## src/hw/rtl/lpg_pkg.sv

```systemverilog
// shared types, constants and the axis step function of the line pixel generator
// no dependencies
`default_nettype none

package lpg_pkg;

  localparam int COORD_BITS = 9;
  localparam int ERR_BITS   = COORD_BITS + 1;
  localparam int COLOR_BITS = 16;

  typedef logic [COORD_BITS-1:0] coord_t;
  typedef logic [ERR_BITS-1:0]   err_t;
  typedef logic [COLOR_BITS-1:0] color_t;
  typedef logic [1:0]            dir_t;

  localparam dir_t DIR_NONE  = 2'd0;
  localparam dir_t DIR_PLUS  = 2'd1;
  localparam dir_t DIR_MINUS = 2'd3;

  localparam logic MODE_LOAD = 1'b0;
  localparam logic MODE_STEP = 1'b1;

  typedef struct packed {
    logic load;
    logic step;
  } lpg_cmd_t;

  typedef struct packed {
    logic last;
  } lpg_sts_t;

  function automatic coord_t axis_move(coord_t pos, dir_t dir);
    coord_t res;
    case (dir)
      DIR_PLUS:  res = pos + coord_t'(1);
      DIR_MINUS: res = pos - coord_t'(1);
      default:   res = pos;
    endcase
    return res;
  endfunction

endpackage

`default_nettype wire

```

## src/hw/rtl/lpg_in_if.sv

```systemverilog
// input channel: one load or step word with valid/ready
// depends on lpg_pkg
`default_nettype none

interface lpg_in_if
  import lpg_pkg::*;
();
  logic   valid;
  logic   ready;
  logic   mode;
  coord_t x_start;
  coord_t y_start;
  coord_t x_end;
  coord_t y_end;
  color_t pixel_color;

  modport source (output valid, mode, x_start, y_start, x_end, y_end, pixel_color,
                  input ready);
  modport sink   (input valid, mode, x_start, y_start, x_end, y_end, pixel_color,
                  output ready);
endinterface

`default_nettype wire

```

## src/hw/rtl/lpg_out_if.sv

```systemverilog
// output channel: one pixel word with valid/ready
// depends on lpg_pkg
`default_nettype none

interface lpg_out_if
  import lpg_pkg::*;
();
  logic   valid;
  logic   ready;
  coord_t pixel_x;
  coord_t pixel_y;
  color_t out_color;
  logic   last_pixel;

  modport source (output valid, pixel_x, pixel_y, out_color, last_pixel, input ready);
  modport sink   (input valid, pixel_x, pixel_y, out_color, last_pixel, output ready);
endinterface

`default_nettype wire

```

## src/hw/rtl/lpg_ctrl.sv

```systemverilog
// controller: handshake, line active state, output valid register
// depends on lpg_pkg
`default_nettype none

module lpg_ctrl
  import lpg_pkg::*;
(
  input  wire logic     clk,
  input  wire logic     rst,
  input  wire logic     in_valid,
  input  wire logic     in_mode,
  output logic          in_ready,
  output logic          out_valid,
  input  wire logic     out_ready,
  output lpg_cmd_t      cmd,
  input  wire lpg_sts_t sts
);

  typedef enum logic [1:0] {
    ST_IDLE   = 2'b01,
    ST_ACTIVE = 2'b10
  } state_t;

  state_t state, state_next;
  logic   out_valid_next;
  logic   accept;

  // a word is taken whenever the output register is free or being drained
  assign in_ready = ~out_valid | out_ready;
  assign accept   = in_valid & in_ready;

  always_comb begin
    cmd.load = accept & (in_mode == MODE_LOAD);
    cmd.step = accept & (in_mode == MODE_STEP) & (state == ST_ACTIVE);
  end

  always_comb begin
    state_next = state;
    case (state)
      ST_IDLE: begin
        if (cmd.load) state_next = ST_ACTIVE;
      end
      ST_ACTIVE: begin
        if (cmd.step && sts.last) state_next = ST_IDLE;
      end
      default: state_next = ST_IDLE;
    endcase
  end

  always_comb begin
    out_valid_next = out_valid;
    if (cmd.step) begin
      out_valid_next = 1'b1;
    end else if (out_ready) begin
      out_valid_next = 1'b0;
    end
  end

  always_ff @(posedge clk) begin
    if (rst) begin
      state     <= ST_IDLE;
      out_valid <= 1'b0;
    end else begin
      state     <= state_next;
      out_valid <= out_valid_next;
    end
  end

endmodule

`default_nettype wire

```

## src/hw/rtl/lpg_datapath.sv

```systemverilog
// datapath: line setup, error accumulators, position and output payload
// depends on lpg_pkg
`default_nettype none

module lpg_datapath
  import lpg_pkg::*;
(
  input  wire logic     clk,
  input  wire lpg_cmd_t cmd,
  output lpg_sts_t      sts,
  input  wire coord_t   x_start,
  input  wire coord_t   y_start,
  input  wire coord_t   x_end,
  input  wire coord_t   y_end,
  input  wire color_t   pixel_color,
  output coord_t        pixel_x,
  output coord_t        pixel_y,
  output color_t        out_color,
  output logic          last_pixel
);

  coord_t cur_x, cur_y, span_x, span_y, major_len;
  err_t   err_x, err_y, points_left;
  dir_t   dir_x, dir_y;
  color_t line_color;

  coord_t span_x_next, span_y_next, major_next;
  dir_t   dir_x_next, dir_y_next;
  err_t   sum_x, sum_y, err_x_next, err_y_next;
  coord_t cur_x_next, cur_y_next;
  logic   last;

  // setup of both axes from their endpoints, and the major length
  always_comb begin
    if (x_end > x_start) begin
      span_x_next = x_end - x_start;
      dir_x_next  = DIR_PLUS;
    end else if (x_end < x_start) begin
      span_x_next = x_start - x_end;
      dir_x_next  = DIR_MINUS;
    end else begin
      span_x_next = '0;
      dir_x_next  = DIR_NONE;
    end
    if (y_end > y_start) begin
      span_y_next = y_end - y_start;
      dir_y_next  = DIR_PLUS;
    end else if (y_end < y_start) begin
      span_y_next = y_start - y_end;
      dir_y_next  = DIR_MINUS;
    end else begin
      span_y_next = '0;
      dir_y_next  = DIR_NONE;
    end
    major_next = (span_x_next > span_y_next) ? span_x_next : span_y_next;
  end

  // one step of both accumulators
  always_comb begin
    sum_x      = err_x + {1'b0, span_x};
    sum_y      = err_y + {1'b0, span_y};
    err_x_next = sum_x;
    err_y_next = sum_y;
    cur_x_next = cur_x;
    cur_y_next = cur_y;
    if (sum_x >= {1'b0, major_len}) begin
      err_x_next = sum_x - {1'b0, major_len};
      cur_x_next = axis_move(cur_x, dir_x);
    end
    if (sum_y >= {1'b0, major_len}) begin
      err_y_next = sum_y - {1'b0, major_len};
      cur_y_next = axis_move(cur_y, dir_y);
    end
  end

  assign last     = (points_left <= err_t'(1));
  assign sts.last = last;

  always_ff @(posedge clk) begin
    if (cmd.load) begin
      span_x      <= span_x_next;
      span_y      <= span_y_next;
      dir_x       <= dir_x_next;
      dir_y       <= dir_y_next;
      major_len   <= major_next;
      points_left <= {1'b0, major_next} + err_t'(1);
      cur_x       <= x_start;
      cur_y       <= y_start;
      err_x       <= '0;
      err_y       <= '0;
      line_color  <= pixel_color;
    end else if (cmd.step) begin
      pixel_x     <= cur_x;
      pixel_y     <= cur_y;
      out_color   <= line_color;
      last_pixel  <= last;
      err_x       <= err_x_next;
      err_y       <= err_y_next;
      cur_x       <= cur_x_next;
      cur_y       <= cur_y_next;
      points_left <= last ? '0 : points_left - err_t'(1);
    end
  end

endmodule

`default_nettype wire

```

## src/hw/rtl/line_pixel_generator_top.sv

```systemverilog
// Line pixel generator. A load word (mode 0) sets up a line between two
// endpoints with one color and produces no output; each step word (mode 1)
// then yields one pixel, start point first and end point last, flagged by
// last_pixel; a line of major length n gives n+1 pixels and a step with no
// line loaded is dropped. The block takes one word per clock for as long
// as the single output register is drained; while a pixel waits in that
// register ready stays low.
// depends on lpg_pkg, lpg_in_if, lpg_out_if, lpg_ctrl, lpg_datapath
`default_nettype none

module line_pixel_generator_top
  import lpg_pkg::*;
(
  input wire logic clk,
  input wire logic rst,
  lpg_in_if.sink   in_ch,
  lpg_out_if.source out_ch
);

  lpg_cmd_t cmd;
  lpg_sts_t sts;
  logic     in_ready;
  logic     out_valid;

  assign in_ch.ready  = in_ready;
  assign out_ch.valid = out_valid;

  lpg_ctrl u_ctrl (
    .clk       (clk),
    .rst       (rst),
    .in_valid  (in_ch.valid),
    .in_mode   (in_ch.mode),
    .in_ready  (in_ready),
    .out_valid (out_valid),
    .out_ready (out_ch.ready),
    .cmd       (cmd),
    .sts       (sts)
  );

  lpg_datapath u_dp (
    .clk         (clk),
    .cmd         (cmd),
    .sts         (sts),
    .x_start     (in_ch.x_start),
    .y_start     (in_ch.y_start),
    .x_end       (in_ch.x_end),
    .y_end       (in_ch.y_end),
    .pixel_color (in_ch.pixel_color),
    .pixel_x     (out_ch.pixel_x),
    .pixel_y     (out_ch.pixel_y),
    .out_color   (out_ch.out_color),
    .last_pixel  (out_ch.last_pixel)
  );

endmodule

`default_nettype wire

```

## src/flat_wrapper.sv

```systemverilog
// flat-port wrapper written by rule: the top's interface ports become plain ports
module line_pixel_generator_top_flat import lpg_pkg::*;
  (clk, rst, in_ch_valid, in_ch_mode, in_ch_x_start, in_ch_y_start, in_ch_x_end, in_ch_y_end, in_ch_pixel_color, in_ch_ready, out_ch_valid, out_ch_pixel_x, out_ch_pixel_y, out_ch_out_color, out_ch_last_pixel, out_ch_ready);
  lpg_in_if in_ch_i ();
  lpg_out_if out_ch_i ();
  input wire logic clk;
  input wire logic rst;
  input wire logic [$bits(in_ch_i.valid)-1:0] in_ch_valid;
  input wire logic [$bits(in_ch_i.mode)-1:0] in_ch_mode;
  input wire logic [$bits(in_ch_i.x_start)-1:0] in_ch_x_start;
  input wire logic [$bits(in_ch_i.y_start)-1:0] in_ch_y_start;
  input wire logic [$bits(in_ch_i.x_end)-1:0] in_ch_x_end;
  input wire logic [$bits(in_ch_i.y_end)-1:0] in_ch_y_end;
  input wire logic [$bits(in_ch_i.pixel_color)-1:0] in_ch_pixel_color;
  output wire logic [$bits(in_ch_i.ready)-1:0] in_ch_ready;
  output wire logic [$bits(out_ch_i.valid)-1:0] out_ch_valid;
  output wire logic [$bits(out_ch_i.pixel_x)-1:0] out_ch_pixel_x;
  output wire logic [$bits(out_ch_i.pixel_y)-1:0] out_ch_pixel_y;
  output wire logic [$bits(out_ch_i.out_color)-1:0] out_ch_out_color;
  output wire logic [$bits(out_ch_i.last_pixel)-1:0] out_ch_last_pixel;
  input wire logic [$bits(out_ch_i.ready)-1:0] out_ch_ready;
  assign in_ch_i.valid = in_ch_valid;
  assign in_ch_i.mode = in_ch_mode;
  assign in_ch_i.x_start = in_ch_x_start;
  assign in_ch_i.y_start = in_ch_y_start;
  assign in_ch_i.x_end = in_ch_x_end;
  assign in_ch_i.y_end = in_ch_y_end;
  assign in_ch_i.pixel_color = in_ch_pixel_color;
  assign in_ch_ready = in_ch_i.ready;
  assign out_ch_valid = out_ch_i.valid;
  assign out_ch_pixel_x = out_ch_i.pixel_x;
  assign out_ch_pixel_y = out_ch_i.pixel_y;
  assign out_ch_out_color = out_ch_i.out_color;
  assign out_ch_last_pixel = out_ch_i.last_pixel;
  assign out_ch_i.ready = out_ch_ready;
  line_pixel_generator_top u_core (.clk(clk), .rst(rst), .in_ch(in_ch_i), .out_ch(out_ch_i));
endmodule
```

## config.mk

```make
export PLATFORM = sky130hd
export DESIGN_NAME = line_pixel_generator_top_flat
export DESIGN_NICKNAME = d
export VERILOG_FILES = /design/src/hw/rtl/lpg_pkg.sv /design/src/hw/rtl/lpg_in_if.sv /design/src/hw/rtl/lpg_out_if.sv /design/src/hw/rtl/lpg_ctrl.sv /design/src/hw/rtl/lpg_datapath.sv /design/src/hw/rtl/line_pixel_generator_top.sv /design/src/flat_wrapper.sv
export SDC_FILE = /design/constraint.sdc
export NUM_CORES = 1
export LEC_CHECK = 0
export BUFFER_PORTS_ARGS = -buffer_cell sky130_fd_sc_hd__buf_4
export CORE_ASPECT_RATIO = 0.8
export CORE_MARGIN = 1.5
export CORE_UTILIZATION = 43
export CTS_CLUSTER_DIAMETER = 50
export DETAILED_ROUTE_END_ITERATION = 6
export GPL_TIMING_DRIVEN = 0
export PLACE_DENSITY = 0.58
export SLEW_MARGIN = 0
export SYNTH_ARGS = -nofsm -noshare
export SYNTH_HDL_FRONTEND = slang
export SYNTH_SLANG_ARGS = --single-unit
```

## constraint.sdc

```tcl
create_clock -name clk -period 7.2 [get_ports clk]
set_clock_uncertainty 0.05 [all_clocks]
set_input_delay 1.8 -clock clk [delete_from_list [all_inputs] [get_ports clk]]
set_output_delay 1.8 -clock clk [all_outputs]
set_load 0.01 [all_outputs]
```

==> metrics.yaml, run 1 <==
run_status: "completed"
synth_edf_count: 110
internal_power_uw: 1740
wirelength_mm: 22.98
ys_seq_elements: 133
synth.mux.area_fraction_pct: 2.760
start_util_pct: 44.12
cts_tree: "yes"
grt_pass1_wl_mm: 37.34
fin_ws_ns: 0.2311
cts_buffers: 17
power.density_mw_per_mm2: 239.2
fillers: 1971
coreArea_sq_mm: 0.02076
synth-seq-area-share_pct: 41.09
htree_levels: 4
comb_power_share_pct: 32.1
ys.flop_type: "edfxtp_1"
syn-num-nets: 1113
routed_via_density: 5.371
tightest_slew_ns: 1.110
place.detailed.hpwl_mm: 17.16
cts-root-buf: "clkbuf_16"
post-place-ws_ns: -0.7246
hp-start: "u_core.u_dp.line_color[4]"
setup_viol: 0
period_needed_ns: 6.969
relSlewSlack_pct: 25.43
r2r-start: "u_core.u_dp.span_x[1]"
firstDrtPassIters: 5
synth_compound_area_share_pct: 18.10
required_ns: 7.29
synthAdderAreaFrac_pct: 15.16
swShare_pct: 33.26
p_leak_uw: 0.004776
ant_nets: 0
chipWidth_microns: 166.2
antenna_found_initial: 0
reg2regPathDepth: 17
fin_crit_sh_pct: 96.79
clk_path_buf_depth: 2
gp_congestion: 0.8787
io_buffers: 93
grt_max_degree: 57
antenna_cells: 0
boundaryPins: 94
critPathKind: "in2reg"
avgSynthCellArea_sq_um: 9.631
multi_input_area_sq_mm: 0.004920
clk_pin_slew_ns: 0.07
wl_per_cell_microns: 17.03
holdPathStages: 0
drv_slew: 0
synth_top_family_by_area: "compound AO/OA/AOI/OAI gates"
ys_top_cells_by_count: "inv_1 (112), edfxtp_1 (110), ha_1 (95), a21oi_1 (83), nor2_1 (71)"
ir_drop_v: 0.0001305
cts.sinks: 133
startpoint_type: "input pin"
synth.area.top_cells: "edfxtp_1 (36%), ha_1 (13%), dfxtp_1 (5.0%)"
hold_end: "u_core.u_dp.out_color[4]"
cp_max_fo: 10
die_h_microns: 133.5
pwr-share-seq_pct: 35.1
drive_gt1_share_pct: 15.46
fin_nets: 1229
rows: 47
regToRegSetupSlack_ns: 2.35
synthCells: 951
power_frac_clock_pct: 32.7
finalHoldViolations: 0
hold_buffers: 0
crit_arrival_ns: 7.06
fmax_mhz: 143.5
synth_top_area_cell: "edfxtp_1"
insertion_delay_ns: 0.42
end_kind: "register"
grt_util_all_layers_pct: 21.53
die_area_sq_mm: 0.02219
num_vias: 7245
maxCapViolCount: 0
timing.rr.end: "u_core.u_dp.cur_x[3]"
drt-initial-drc-count: 541
async_flop_share_pct: 0
syn2layout_area_growth_pct: 18.98
regArea_sq_mm: 0.003764
grt_pass1_vias: 7106
syn_area_sq_mm: 0.009159
p_total_uw: 2606
yosysUniqueCellTypes: 68
drc: 0
min_path_type: "reg2reg"
switchingPower_uw: 866.9
synth_top_area_share_pct: 36.07
yosysWarnings: 0
synth_xor_xnor_area_share_pct: 5.260
yosysMostFrequentCell: "inv_1"
gr-total-overflow: 0
synth_simple_gate_area_share_pct: 11.76
through the flow:
step	cell area, sq um	TNS, ns	instances	hold slack [ns]	utilization (%)
after floorplan	9159	0	951	0.3503	-
after global placement	10190	-1.703	1313	0.3512	49.10
after detailed placement	10220	-1.683	1314	0.3545	49.23
after CTS	10850	0	1347	0.3694	52.26
after global routing	10900	-0.03368	1349	0.3747	52.49
final	10900	0	1349	0.3656	52.49
registers in the layout (all words and copies together) (netlist names):
| register | cells |
|---|---|
| u_core.u_dp.dir_x | 2 |
| u_core.u_dp.pixel_y | 9 |
| u_core.u_dp.err_y | 10 |
| u_core.u_dp.pixel_x | 9 |
| u_core.u_dp.points_left | 10 |
| u_core.u_dp.cur_x | 9 |
| u_core.u_dp.out_color | 16 |
| u_core.u_dp.span_x | 9 |
| u_core.u_dp.line_color | 16 |
| u_core.u_dp.major_len | 9 |
| u_core.u_dp.last_pixel | 1 |
| u_core.u_ctrl.out_valid | 1 |
| u_core.u_dp.err_x | 10 |
| u_core.u_dp.cur_y | 9 |
| u_core.u_dp.span_y | 9 |
| u_core.u_dp.dir_y | 2 |
| u_core.u_ctrl.state | 2 |
worst max-delay path by stage:
stage                                  to        startpoint  slack, ns  cells after the start
2_1_floorplan  u_core.u_dp.points_left[8]    in_ch_y_end[6]       0.49                     26
3_5_place_dp   u_core.u_dp.points_left[8]  in_ch_y_start[6]      -0.72                     26
4_1_cts        u_core.u_dp.points_left[8]    in_ch_y_end[3]      0.009                     27
5_1_grt        u_core.u_dp.points_left[8]    in_ch_y_end[3]      -0.03                     27
3_3_place_gp   u_core.u_dp.points_left[8]  in_ch_y_start[6]      -0.74                     26
6_report       u_core.u_dp.points_left[8]  in_ch_x_start[0]       0.23                     26
power groups by stage:
stage | registers (uW) | clock network, uW | logic, uW
after floorplan | 923 | 0 | 586
after global placement | 931 | 0 | 783
after detailed placement | 931 | 0 | 790
after CTS | 916 | 864 | 805
after global routing | 919 | 899 | 937
final | 916 | 853 | 838
logic make-up after synthesis:
group / after synthesis
flip-flops: 133
adder cells (fa/ha/maj): 105
AO/OA/AOI/OAI: 265
AND/OR/NAND/NOR: 226
buffers and inverters: 142
multiplexers: 25
XOR/XNOR: 55
critical path, stage by stage:
cell	delay [ns]
buf_4	0.12
inv_1	0.05
ha_1	0.17
inv_1	0.06
fa_1	0.41
a21o_1	0.21
a21o_1	0.20
a21o_1	0.17
a21o_1	0.18
a221oi_1	0.32
a31o_2	0.23
inv_1	0.11
ha_1	0.32
nand4_1	0.17
o41a_1	0.46
a22oi_4	0.19
clkbuf_4	0.22
buf_2	0.22
nor2_1	0.06
a21oi_1	0.21
ha_2	0.26
nand3_1	0.13
or3_1	0.34
mux2i_1	0.16
xnor2_1	0.17
o22ai_1	0.11
layout by cell type (no fill, tap or decap), types with 6 or more instances in the layout:
cell type	count
a21boi_0	7
mux2i_1	22
ha_1	94
or3_1	8
a21o_1	26
dfxtp_1	23
clkbuf_1	16
nand2_1	56
and2_1	6
inv_1	112
nor3_1	17
clkbuf_16	17
xnor2_1	43
o21ai_0	54
a21oi_1	80
o22ai_1	12
buf_4	99
xor2_1	12
nand3_1	16
nand2b_1	8
nand4_1	9
edfxtp_1	110
fa_1	10
nor2b_1	14
o21ai_1	15
o21bai_1	10
nor2_1	71
cell type report:
type                    count  area share [%]
flip-flops and latches    133           34.54
plain buffers              22          0.8727
clock inverters            14           1.286
multi-input cells         676           45.15
inverters                 117           4.030
well taps                 269           3.089
repair buffers            100           7.004
clock buffers              18           4.030
timing repair:
action | in CTS | in global routing
gates resized for setup | 11 | 9
hold endpoints to repair | 0 | 0
setup endpoints to repair | 2 | 3
pin swaps | 1 | 2
setup buffers | 1 | 5
per-layer routing:
metal  GRT usage (%)  wire length, microns
met5               0                     0
met1           31.31                 11490
met4           5.255                   337
met2           33.01                  9942
met3           4.130                  1204
No activity file was read; power rests on OpenSTA's default activity.
==> run 2: changes to the inputs <==
--- a/config.mk
+++ b/config.mk
@@ -5,6 +5,7 @@
 export SDC_FILE = /design/constraint.sdc
 export NUM_CORES = 1
 export LEC_CHECK = 0
+export ABC_AREA = 1
 export BUFFER_PORTS_ARGS = -buffer_cell sky130_fd_sc_hd__buf_4
 export CORE_ASPECT_RATIO = 0.8
 export CORE_MARGIN = 1.5
@@ -13,7 +14,6 @@
 export DETAILED_ROUTE_END_ITERATION = 6
 export GPL_TIMING_DRIVEN = 0
 export PLACE_DENSITY = 0.58
-export SLEW_MARGIN = 0
 export SYNTH_ARGS = -nofsm -noshare
 export SYNTH_HDL_FRONTEND = slang
 export SYNTH_SLANG_ARGS = --single-unit
==> metrics.yaml, run 2 <==
grt_pass1_wl_mm: 35.68  # -4.4%
gr-total-overflow: 0  # unchanged
cts-root-buf: "clkbuf_16"
cts_tree: "yes"
ys_seq_elements: 133  # unchanged
grt_util_all_layers_pct: 20.57  # -0.96 points
rsz0062_at_grt: "no"
grt_pass1_vias: 6840  # -3.7%
synth.area.top_cells: "edfxtp_1 (36%), ha_1 (13%), nand2_1 (7.2%)"
chipWidth_microns: 166.9  # +0.42%
hp-start: "u_core.u_dp.line_color[11]"
power.density_mw_per_mm2: 251.9  # +5.3%
clk_path_buf_depth: 2  # unchanged
fin_nets: 1338  # +8.9%
violations: "DRC"
synth_top_area_cell: "edfxtp_1"
final_common_cell: "nand2_1"
top_regs: "u_core.u_dp.line_color x16, u_core.u_dp.out_color x16"
drive_gt1_share_pct: 15.14  # -0.32 points
hold_buffers: 0  # unchanged
routed_via_density: 4.893  # -8.9%
maxCapViolCount: 0  # unchanged
timing.rr.end: "u_core.u_dp.cur_x[0]"
cts_buffers: 17  # unchanged
boundaryPins: 94  # unchanged
ys_top_cells_by_count: "nand2_1 (177), inv_1 (176), edfxtp_1 (110), ha_1 (95), nor2_1 (82)"
start_util_pct: 44.24  # +0.12 points
ant_nets: 0  # unchanged
r2r-start: "u_core.u_dp.span_x[0]"
firstDrtPassIters: 7  # +2
post_dp_cell_area_sq_mm: 0.01030  # +0.80%
coreArea_sq_mm: 0.02088  # +0.57%
postCtsSetupBuffers: 0  # -1
drt-initial-drc-count: 356  # -34%
place.detailed.hpwl_mm: 16.68  # -2.8%
htree_levels: 4  # unchanged
cp_max_fo: 10  # unchanged
crit_arrival_ns: 6.20  # -0.86 ns
p_leak_uw: 0.005199  # +8.9%
holdPathStages: 0  # unchanged
antenna_found_initial: 0  # unchanged
gp_congestion: 0.8664  # -1.4%
min_path_type: "reg2reg"
ys.flop_type: "edfxtp_1"
yosysUniqueCellTypes: 48  # -29%
yosysMostFrequentCell: "nand2_1"
wl_per_cell_microns: 15.09  # -11%
period_needed_ns: 6.078  # -0.8909 ns
num_vias: 7139  # -1.5%
required_ns: 7.32  # +0.03 ns
synth_edf_count: 110  # unchanged
syn_area_sq_mm: 0.009236  # +0.85%
rows: 47  # unchanged
insertion_delay_ns: 0.43  # about the same
drc: 4  # +4
synth_top_area_share_pct: 35.76  # -0.30 points
fin_tns_setup_ns: 0  # unchanged
regToRegSetupSlack_ns: 2.67  # +0.32 ns
synthCells: 1062  # +12%
avgSynthCellArea_sq_um: 8.697  # -9.7%
synth-seq-area-share_pct: 40.75  # -0.35 points
cts.sinks: 133  # unchanged
drv_slew: 0  # unchanged
crit_slowest_cell: "a31oi_1"
clk_pin_slew_ns: 0.06  # about the same
relSlewSlack_pct: 15.17  # -10 points
hold_end: "u_core.u_dp.out_color[11]"
hold_slack_ns: 0.3680  # +0.002463 ns
startpoint_type: "input pin"
die_area_sq_mm: 0.02237  # +0.83%
post_cts_resized: 0  # -11
end_kind: "register"
io_buffers: 93  # unchanged
syn-num-nets: 1224  # +10%
crit_top_cell: "nand2_1"
layout_common_cells: "nand2_1 (177), inv_1 (176), edfxtp_1 (110)"
fmax_mhz: 164.5  # +15%
setup_viol: 0  # unchanged
run_status: "complete, but fails checks"
tightest_slew_ns: 1.273  # +0.1625 ns
final_util_pct: 52.12  # -0.37 points
design_area_sq_mm: 0.01088  # -0.15%
grt_max_degree: 57  # unchanged
ir_drop_v: 0.0001286  # -1.5%
yosysWarnings: 0  # unchanged
async_flop_share_pct: 0  # unchanged
finalHoldViolations: 0  # unchanged
syn2layout_area_growth_pct: 17.80
wirelength_mm: 22.01  # -4.2%
critPathKind: "in2reg"
die_h_microns: 134.1  # +0.41%
fillers: 1947  # -1.2%
reg2regPathDepth: 18  # +1
fin_crit_sh_pct: 84.42  # -12 points
cpPeakStageDelay_ns: 0.40  # -0.06 ns
-- run 2: cell types whose count changed after synthesis, sizes merged, moves of 17 or more --
| cell | previous run | this run |
|---|---|---|
| xnor2 | 43 | 17 |
| nand3 | 16 | 52 |
| nor2 | 71 | 88 |
| mux2i | 23 | 0 |
| inv | 115 | 180 |
| a21o | 26 | 3 |
| nand2 | 57 | 197 |
| xor2 | 12 | 44 |
-- run 2: worst max path at each step --
stage                               from                    endpoint  slack (ns)  depth (start not counted)
final                     in_ch_y_end[2]  u_core.u_dp.points_left[6]        1.12                         30
after detailed placement  in_ch_y_end[0]  u_core.u_dp.points_left[6]        0.72                         30
after global routing      in_ch_y_end[2]  u_core.u_dp.points_left[6]        0.65                         29
after global placement      out_ch_ready        u_core.u_dp.cur_y[0]        0.70                          8
after floorplan           in_ch_y_end[2]  u_core.u_dp.points_left[6]        1.68                         29
after CTS                 in_ch_y_end[0]  u_core.u_dp.points_left[6]        1.15                         30
-- run 2: power by group --
group	internal (uW)	leakage, uW	total, uW	switching (uW)
sequential	909	0.00121	934	25.7
combinational	344	0.00370	944	599
clock	511	0.000285	862	351
total	1760	0.00520	2740	976
-- run 2: critical path, delay by kind of cell --
family | cells | cell delay (ns)
compound gates | 6 | 1.23
buf+inv | 5 | 0.57
fa+ha+maj | 3 | 0.71
simple gates | 16 | 1.86
-- run 2: per-stage QoR --
step	setup WS (ns)	power, uW	cells
3_3_place_gp	0.7003	1877	1424
5_1_grt	0.6474	2925	1458
4_1_cts	1.148	2756	1458
3_5_place_dp	0.7217	1885	1426
2_1_floorplan	1.676	1652	1062
6_report	1.122	2741	1459
-- run 2: kinds of logic (layout without fill, tap and decap cells) --
kind of cell             count (synthesis)  after routing  synth area share, %
flip-flops                             133            133                40.75
buffers and inverters                  205            332                8.751
other                                    0              1                    0
adder cells (fa/ha/maj)                105            105                15.04
AO/OA/AOI/OAI                          187            187                11.39
AND/OR/NAND/NOR                        371            371                18.29
XOR/XNOR                                61             61                5.784
-- run 2: layer usage --
layer  vias up  global-route usage, %  wire length (microns)
met5         -                      0                      0
met4         0                  5.253                    200
met3        14                  3.069                    764
met2       121                  31.29                   9410
met1      3237                  30.60                  11640
li1       3767                      -                      -
-- run 2: area by class of cell --
type | count | area [sq um] | area share [%]
sequential | 133 | 3764 | 34.59
inverter | 181 | 679.4 | 6.244
antenna | 1 | 2.502 | 0.02300
multi-input combinational | 724 | 4664 | 42.87
clock inverter | 15 | 152.6 | 1.403
clock buffer | 17 | 425.4 | 3.910
timing repair buffer | 95 | 725.7 | 6.670
tap | 269 | 336.6 | 3.093
buffer | 24 | 130.1 | 1.196
